==> src/rtl/core/zrbs_pkg.sv <==
// Shared constants, types and opcode decode for the relocation bitmap scanner.
package zrbs_pkg;

  localparam int unsigned CodeLenWidth  = 17;
  localparam int unsigned ByteWidth     = 8;
  localparam int unsigned IndexWidth    = 13;
  localparam int unsigned CountWidth    = 15;
  localparam int unsigned CfgIdxWidth   = 2;
  localparam int unsigned MaxCodeBytes  = 65536;

  localparam logic [CodeLenWidth-1:0] MaxCodeLen = CodeLenWidth'(MaxCodeBytes);

  // Configuration register indexes
  localparam logic [CfgIdxWidth-1:0] RegCodeLength = CfgIdxWidth'(0);
  localparam logic [CfgIdxWidth-1:0] RegScanEnable = CfgIdxWidth'(1);

  // Opcode constants
  localparam logic [7:0] OpJp       = 8'hC3;
  localparam logic [7:0] OpCall     = 8'hCD;
  localparam logic [7:0] CondMask   = 8'hC7;
  localparam logic [7:0] OpJpCond   = 8'hC2;
  localparam logic [7:0] OpCallCond = 8'hC4;
  localparam logic [7:0] LdRrMask   = 8'hCF;
  localparam logic [7:0] OpLdRr     = 8'h01;
  localparam logic [7:0] OpStA      = 8'h32;
  localparam logic [7:0] OpLdA      = 8'h3A;
  localparam logic [7:0] OpStHl     = 8'h22;
  localparam logic [7:0] OpLdHl     = 8'h2A;

  typedef enum logic [1:0] {
    PhOpcode = 2'd0,
    PhLow    = 2'd1,
    PhHigh   = 2'd2
  } phase_e;

  typedef enum logic [1:0] {
    ClsNone = 2'd0,
    ClsAddr = 2'd1,
    ClsLdRr = 2'd2
  } op_class_e;

  function automatic op_class_e opcode_class(input logic [7:0] op);
    op_class_e cls;
    cls = ClsNone;
    if (op == OpJp || op == OpCall) begin
      cls = ClsAddr;
    end else if ((op & CondMask) == OpJpCond || (op & CondMask) == OpCallCond) begin
      cls = ClsAddr;
    end else if ((op & LdRrMask) == OpLdRr) begin
      cls = ClsLdRr;
    end else if (op == OpStA || op == OpLdA || op == OpStHl || op == OpLdHl) begin
      cls = ClsAddr;
    end
    return cls;
  endfunction

endpackage

==> src/rtl/core/z80_relocation_bitmap_scanner.sv <==
// Top level of the 8080/Z80 relocation bitmap scanner.
// Path: a code byte waits in the input register; the decode and mark step then loads
//   its bitmap transaction from there into the result register.
// Throughput: one code byte per cycle unless a held bitmap transaction is not taken.
// Reset: asynchronous, active low; clears scan state, sets code_length to 0 and
//   scan_enable to 1. No clearing pass; the block accepts bytes right after reset.
module z80_relocation_bitmap_scanner #(
  parameter int unsigned MaxBytes = zrbs_pkg::MaxCodeBytes
) (
  input  logic                                clk_i,
  input  logic                                rst_ni,
  // code byte channel
  input  logic                                in_valid_i,
  output logic                                in_ready_o,
  input  logic [zrbs_pkg::ByteWidth-1:0]      code_byte_i,
  // bitmap channel
  output logic                                out_valid_o,
  input  logic                                out_ready_i,
  output logic [zrbs_pkg::ByteWidth-1:0]      bitmap_byte_o,
  output logic [zrbs_pkg::IndexWidth-1:0]     bitmap_index_o,
  output logic                                last_o,
  output logic [zrbs_pkg::CountWidth-1:0]     mark_count_o,
  // configuration write channel
  input  logic                                cfg_valid_i,
  output logic                                cfg_ready_o,
  input  logic [zrbs_pkg::CfgIdxWidth-1:0]    cfg_index_i,
  input  logic [zrbs_pkg::CodeLenWidth-1:0]   cfg_data_i
);
  import zrbs_pkg::*;

  localparam logic [CodeLenWidth-1:0] MaxLen = CodeLenWidth'(MaxBytes);

  // Configuration registers
  logic [CodeLenWidth-1:0] code_length_q;
  logic                    scan_enable_q;

  // Input register
  logic                 byte_valid_q;
  logic [ByteWidth-1:0] byte_q;

  // Scan state
  logic [CodeLenWidth-1:0] position_q, position_d;
  phase_e                  phase_q, phase_d;
  logic                    needs_nonzero_q, needs_nonzero_d;
  logic [ByteWidth-1:0]    operand_low_q, operand_low_d;
  logic [ByteWidth-1:0]    accum_q, accum_d;
  logic [CountWidth-1:0]   total_q, total_d;

  // Result register
  logic                  out_valid_q;
  logic [ByteWidth-1:0]  out_byte_q;
  logic [IndexWidth-1:0] out_index_q;
  logic                  out_last_q;
  logic [CountWidth-1:0] out_count_q;

  // Decode signals
  logic [CodeLenWidth-1:0] len_eff;
  logic                    advance;
  logic                    active;
  logic [CodeLenWidth:0]   pos_plus1;
  logic [CodeLenWidth:0]   pos_plus2;
  logic [ByteWidth*2-1:0]  operand;
  logic                    mark;
  logic [ByteWidth-1:0]    accum_marked;
  logic [CountWidth-1:0]   total_marked;
  logic                    is_last;
  logic                    emit;
  op_class_e               cls;

  // Move a byte out of the input register whenever the result slot is free or draining.
  assign advance     = !out_valid_q || out_ready_i;
  assign in_ready_o  = !byte_valid_q || advance;
  assign cfg_ready_o = 1'b1;

  // Saturate oversized lengths.
  assign len_eff   = (code_length_q > MaxLen) ? MaxLen : code_length_q;
  assign active    = byte_valid_q && (position_q < len_eff);
  assign pos_plus1 = {1'b0, position_q} + (CodeLenWidth+1)'(1);
  assign pos_plus2 = {1'b0, position_q} + (CodeLenWidth+1)'(2);
  assign operand   = {byte_q, operand_low_q};
  assign cls       = opcode_class(byte_q);
  assign is_last   = (pos_plus1 == {1'b0, len_eff});

  // Mark a high operand byte if enabled and its address is in the image, nonzero for LD rr.
  assign mark = (phase_q == PhHigh) && scan_enable_q &&
                ({1'b0, operand} < len_eff) &&
                (!needs_nonzero_q || (operand != '0));

  always_comb begin
    accum_marked = accum_q;
    accum_marked[position_q[2:0]] = accum_q[position_q[2:0]] | mark;
  end

  assign total_marked = total_q + CountWidth'(mark);
  assign emit         = active && ((position_q[2:0] == 3'd7) || is_last);

  always_comb begin
    phase_d         = phase_q;
    needs_nonzero_d = needs_nonzero_q;
    operand_low_d   = operand_low_q;
    position_d      = position_q;
    accum_d         = accum_q;
    total_d         = total_q;
    if (advance && active) begin
      position_d = pos_plus1[CodeLenWidth-1:0];
      total_d    = total_marked;
      accum_d    = emit ? '0 : accum_marked;
      unique case (phase_q)
        PhLow: begin
          operand_low_d = byte_q;
          phase_d       = PhHigh;
        end
        PhHigh: begin
          phase_d         = PhOpcode;
          needs_nonzero_d = 1'b0;
        end
        default: begin
          // Opcode phase; also covers the unused phase code.
          phase_d = PhOpcode;
          if (cls != ClsNone && pos_plus2 < {1'b0, len_eff}) begin
            phase_d         = PhLow;
            needs_nonzero_d = (cls == ClsLdRr);
          end
        end
      endcase
    end
  end

  // Configuration writes
  always_ff @(posedge clk_i or negedge rst_ni) begin
    if (!rst_ni) begin
      code_length_q <= '0;
      scan_enable_q <= 1'b1;
    end else if (cfg_valid_i && cfg_ready_o) begin
      if (cfg_index_i == RegCodeLength) begin
        code_length_q <= cfg_data_i;
      end else if (cfg_index_i == RegScanEnable) begin
        scan_enable_q <= cfg_data_i[0];
      end
    end
  end

  // Input register: hold the byte until it can advance.
  always_ff @(posedge clk_i or negedge rst_ni) begin
    if (!rst_ni) begin
      byte_valid_q <= 1'b0;
    end else if (in_ready_o) begin
      byte_valid_q <= in_valid_i;
    end
  end

  always_ff @(posedge clk_i) begin
    if (in_valid_i && in_ready_o) begin
      byte_q <= code_byte_i;
    end
  end

  // Scan state
  always_ff @(posedge clk_i or negedge rst_ni) begin
    if (!rst_ni) begin
      position_q      <= '0;
      phase_q         <= PhOpcode;
      needs_nonzero_q <= 1'b0;
      operand_low_q   <= '0;
      accum_q         <= '0;
      total_q         <= '0;
    end else begin
      position_q      <= position_d;
      phase_q         <= phase_d;
      needs_nonzero_q <= needs_nonzero_d;
      operand_low_q   <= operand_low_d;
      accum_q         <= accum_d;
      total_q         <= total_d;
    end
  end

  // Result register: load a bitmap transaction, drop it once taken.
  always_ff @(posedge clk_i or negedge rst_ni) begin
    if (!rst_ni) begin
      out_valid_q <= 1'b0;
    end else if (advance) begin
      out_valid_q <= emit;
    end
  end

  always_ff @(posedge clk_i) begin
    if (advance && emit) begin
      out_byte_q  <= accum_marked;
      out_index_q <= position_q[IndexWidth+2:3];
      out_last_q  <= is_last;
      out_count_q <= total_marked;
    end
  end

  assign out_valid_o    = out_valid_q;
  assign bitmap_byte_o  = out_byte_q;
  assign bitmap_index_o = out_index_q;
  assign last_o         = out_last_q;
  assign mark_count_o   = out_count_q;

endmodule
==> config.mk <==
export PLATFORM = sky130hd
export DESIGN_NAME = z80_relocation_bitmap_scanner
export DESIGN_NICKNAME = d
export VERILOG_FILES = /design/src/rtl/core/zrbs_pkg.sv /design/src/rtl/core/z80_relocation_bitmap_scanner.sv
export SDC_FILE = /design/constraint.sdc
export NUM_CORES = 1
export LEC_CHECK = 0
export BUFFER_PORTS_ARGS = -buffer_cell sky130_fd_sc_hd__buf_2
export CELL_PAD_IN_SITES_DETAIL_PLACEMENT = 0
export CELL_PAD_IN_SITES_GLOBAL_PLACEMENT = 1
export CORE_ASPECT_RATIO = 1.4
export CORE_UTILIZATION = 25
export CTS_CLUSTER_SIZE = 24
export DETAILED_ROUTE_END_ITERATION = 16
export PLACE_DENSITY_LB_ADDON = 0.1
export SLEW_MARGIN = 20
export SYNTH_ARGS = -nofsm -noshare
export SYNTH_HDL_FRONTEND = slang
export SYNTH_SLANG_ARGS = --single-unit
==> constraint.sdc <==
create_clock -name clk_i -period 5.8 [get_ports clk_i]
set_input_delay 0.29 -clock clk_i [delete_from_list [all_inputs] [get_ports clk_i]]
set_output_delay 0.29 -clock clk_i [all_outputs]
set_load 0.01 [all_outputs]
==> results.sh <==
export IMPL_clk_latency_ns=0.42
export IMPL_setup_tns_ns=0
export IMPL_yosysUniqueCellTypes=66
export IMPL_cap_viol_max_count=0
export IMPL_syn_mean_instance_area_um2=10.9
export IMPL_dieArea_um2=27800
export IMPL_gr_usage_all_layers_pct=15.1
export IMPL_port_buffers=70
export IMPL_rows=70
export IMPL_power_density_nw_per_um2=395
export IMPL_cts_buffer_depth=2
export IMPL_ir_drop_mv=0.198
export IMPL_gp_congestion=0.798
export IMPL_hold_viol=0
export IMPL_worst_slew_pin_slew_ns=0.732
export IMPL_io_pins=72
export IMPL_period_share_pct=84.9
export IMPL_slew_headroom_pct=51.2
export IMPL_cts_tree="yes"
export IMPL_seqPwrFrac_pct=37.6
export IMPL_grt_ovfl_total=0
export IMPL_ff2ff_setup_slack_ns=0.88
export IMPL_dr_total_vias=4885
export IMPL_finalSetupViolCount=0
export IMPL_num_fill_cells=2732
export IMPL_clkPwrFrac_pct=31.5
export IMPL_clk_pin_slew_ns=0.05
export IMPL_synth_seq_cells=116
export IMPL_hpwl_um=14900
export IMPL_cts_sinks=116
export IMPL_ctsResizeCount=0
export IMPL_fin_crit_ns=4.92
export IMPL_startpoint_type="flip-flop"
export IMPL_ys_warn_count=0
export IMPL_area_growth_pct=18.8
export IMPL_nets=776
export IMPL_fin_skew_ns=0.00586
export IMPL_synth_nets=709
export IMPL_drt_iter0_drc=197
export IMPL_p_leak_nw=3.46
export IMPL_switching_share_pct=35.1
export IMPL_critPathMaxFanout=13
export IMPL_synthArstFlopShare_pct=61.2
export IMPL_end_kind="flip-flop"
export IMPL_vias_per_cell=4.61
export IMPL_synth_common_cells="dfrtp_1 (70), nand2_1 (68), ha_1 (58), edfxtp_1 (45), xnor2_1 (41)"
export IMPL_grt_max_degree=72
export IMPL_wl_per_cell_um=18.4
export IMPL_antenna_found_initial=0
export IMPL_root_buffer="clkbuf_16"
export IMPL_drc=0
export IMPL_synth_top_area_share_pct=25.8
export IMPL_p_int_w=0.00206
export IMPL_syn_inst=619
export IMPL_p_comb_share_pct=30.8
export IMPL_switching_power_w=0.00112
export IMPL_core_area_um2=26400
export IMPL_holdWs_ns=0.0423
export IMPL_grt_pass1_vias=5195
export IMPL_syn_area_um2=6780
export IMPL_cp_data_arrival_time_ns=5.28
export IMPL_grt_pass1_wl_um=30800
export IMPL_holdCritPathClass="primary input to flip-flop"
export IMPL_seq_area_frac_synth_pct=46.2
export IMPL_required_ns=6.16
export IMPL_ant_nets=0
export IMPL_final_cells=1059
export IMPL_yosysTopAreaCell="dfrtp_1"
export IMPL_report_final_slew_viol_count=0
export IMPL_diodes=0
export IMPL_cts_setup_buffers=0
export IMPL_numCtsBuffers=17
export IMPL_rsz0062_at_grt="no"
export IMPL_synth_edff_count=45
export IMPL_status="finished clean"
export IMPL_routed_wl_um=19500
export IMPL_ctsHoldBuffers=0
export IMPL_synth_most_common_cell="dfrtp_1"
export IMPL_fmax_mhz=203
export IMPL_drt_pass1_iter_count=4
export IMPL_final_util_pct=30.5
export IMPL_drive_gt1_share_pct=21.5
export IMPL_start_util_pct=25.7
export IMPL_synth_area_leaders="dfrtp_1 (26%), edfxtp_1 (20%), ha_1 (11%), xnor2_1 (5.3%), mux2_2 (4.3%)"
export IMPL_place_inst=1026
export IMPL_cts_max_level=4
export IMPL_die_h_um=197
export IMPL_die_w_um=141
export IMPL_synth_ff_type="dfrtp_1"
export IMPL_critical_path_class="flip-flop to flip-flop"
-- final cells by class --
class / instances / area, um^2 / share of cell area (%)
Inverter: 17 / 63.8 / 0.793
Sequential cell: 116 / 3130 / 38.9
Clock buffer: 20 / 437 / 5.42
Clock inverter: 12 / 116 / 1.45
Multi-Input combinational cell: 457 / 3440 / 42.8
Tap cell: 360 / 450 / 5.59
Timing Repair Buffer: 77 / 412 / 5.11
-- placed cells by master, fill, tap and decap left out, types with 8 or more instances in the layout --
cell,synthesis,layout
mux2_2,26,26
buf_2,10,69
nand3_1,17,17
a21oi_1,29,28
xnor2_1,41,41
nand2_1,68,68
nand4_1,17,17
edfxtp_1,45,45
and3_1,9,9
ha_1,58,58
o21ai_0,23,23
nor2b_1,9,9
a32o_1,8,8
nor2_1,33,33
clkbuf_16,0,17
xor2_1,29,29
inv_1,17,17
nor4_1,10,10
dfrtp_1,70,70
a21o_1,9,9
nor3_1,8,8
-- routing by layer --
layer,vias up,part of all wire (%),GRT usage (%)
met5,-,0,0
met4,0,2.4,6.08
li1,2368,-,-
met1,2390,40,16.8
met3,24,2.9,2.89
met2,103,54,27.8
-- worst max-delay path, stage by stage, from the launching register on --
cell      delay, ns
dfrtp_1        0.54
inv_1          0.31
a41o_1         0.29
buf_4          0.17
nand2_1        0.13
ha_1           0.24
o21ai_0        0.16
a21oi_1        0.06
o21a_1         0.20
o311ai_0       0.28
nor4bb_4       0.46
ha_1           0.28
ha_1           0.23
inv_1          0.06
nor2_1         0.19
and3_1         0.24
and3_1         0.22
and3_1         0.23
nand3_1        0.13
or3_1          0.36
nand2_1        0.07
-- logic make-up after synthesis --
group	Yosys count	synth area share (%)
and+or+nand+nor	205	16.3
buffers and inverters	46	3.25
adders and majority gates	58	10.7
xor gates and xnor gates	71	9.38
muxes	29	5.13
other	1	0.0553
AOI/OAI and AO/OA	93	9.01
DFF	116	46.2
-- flip-flops by register name, indices dropped and copies added, names as in the netlist --
register	flops
needs_nonzero_q	1
operand_low_q	8
bitmap_index_o	13
scan_enable_q	1
bitmap_byte_o	8
byte_q	8
last_o	1
phase_q	2
total_q	15
out_valid_o	1
byte_valid_q	1
code_length_q	17
mark_count_o	15
position_q	17
accum_q	8
-- power by group through the flow --
| stage | Combinational [W] | Sequential (W) | Clock (W) |
|---|---|---|---|
| floorplan | 0.000734 | 0.00113 | 0 |
| global placement | 0.000994 | 0.00121 | 0 |
| detailed placement | 0.000998 | 0.00121 | 0 |
| CTS | 0.00101 | 0.00120 | 0.00103 |
| global route | 0.00111 | 0.00122 | 0.00107 |
| finish | 0.000981 | 0.00120 | 0.00100 |
-- path summary, 6_finish.rpt --
path | from | endpoint | cells after the start
max in group asynchronous | rst_ni | total_q[2]$_DFFE_PN0P_ | 2
setup / recovery | code_length_q[16]$_DFFE_PN0P_ | total_q[14]$_DFFE_PN0P_ | 20
setup reg to reg | code_length_q[16]$_DFFE_PN0P_ | total_q[14]$_DFFE_PN0P_ | 20
hold reg to reg | total_q[0]$_DFFE_PN0P_ | total_q[0]$_DFFE_PN0P_ | 2
hold / removal | code_byte_i[0] | byte_q[0]$_DFFE_PP_ | 1
min in group asynchronous | rst_ni | code_length_q[3]$_DFFE_PN0P_ | 2
-- metrics by stage --
step / total power [W] / cell area, um^2 / setup slack (ns)
global route: 0.00340 / 8050 / 0.462
global placement: 0.00221 / 7480 / 0.908
detailed placement: 0.00221 / 7480 / 0.872
CTS: 0.00324 / 8040 / 0.833
finish: 0.00318 / 8050 / 0.876
floorplan: 0.00186 / 6780 / 0.830
Power figures use the tool's default switching activity.
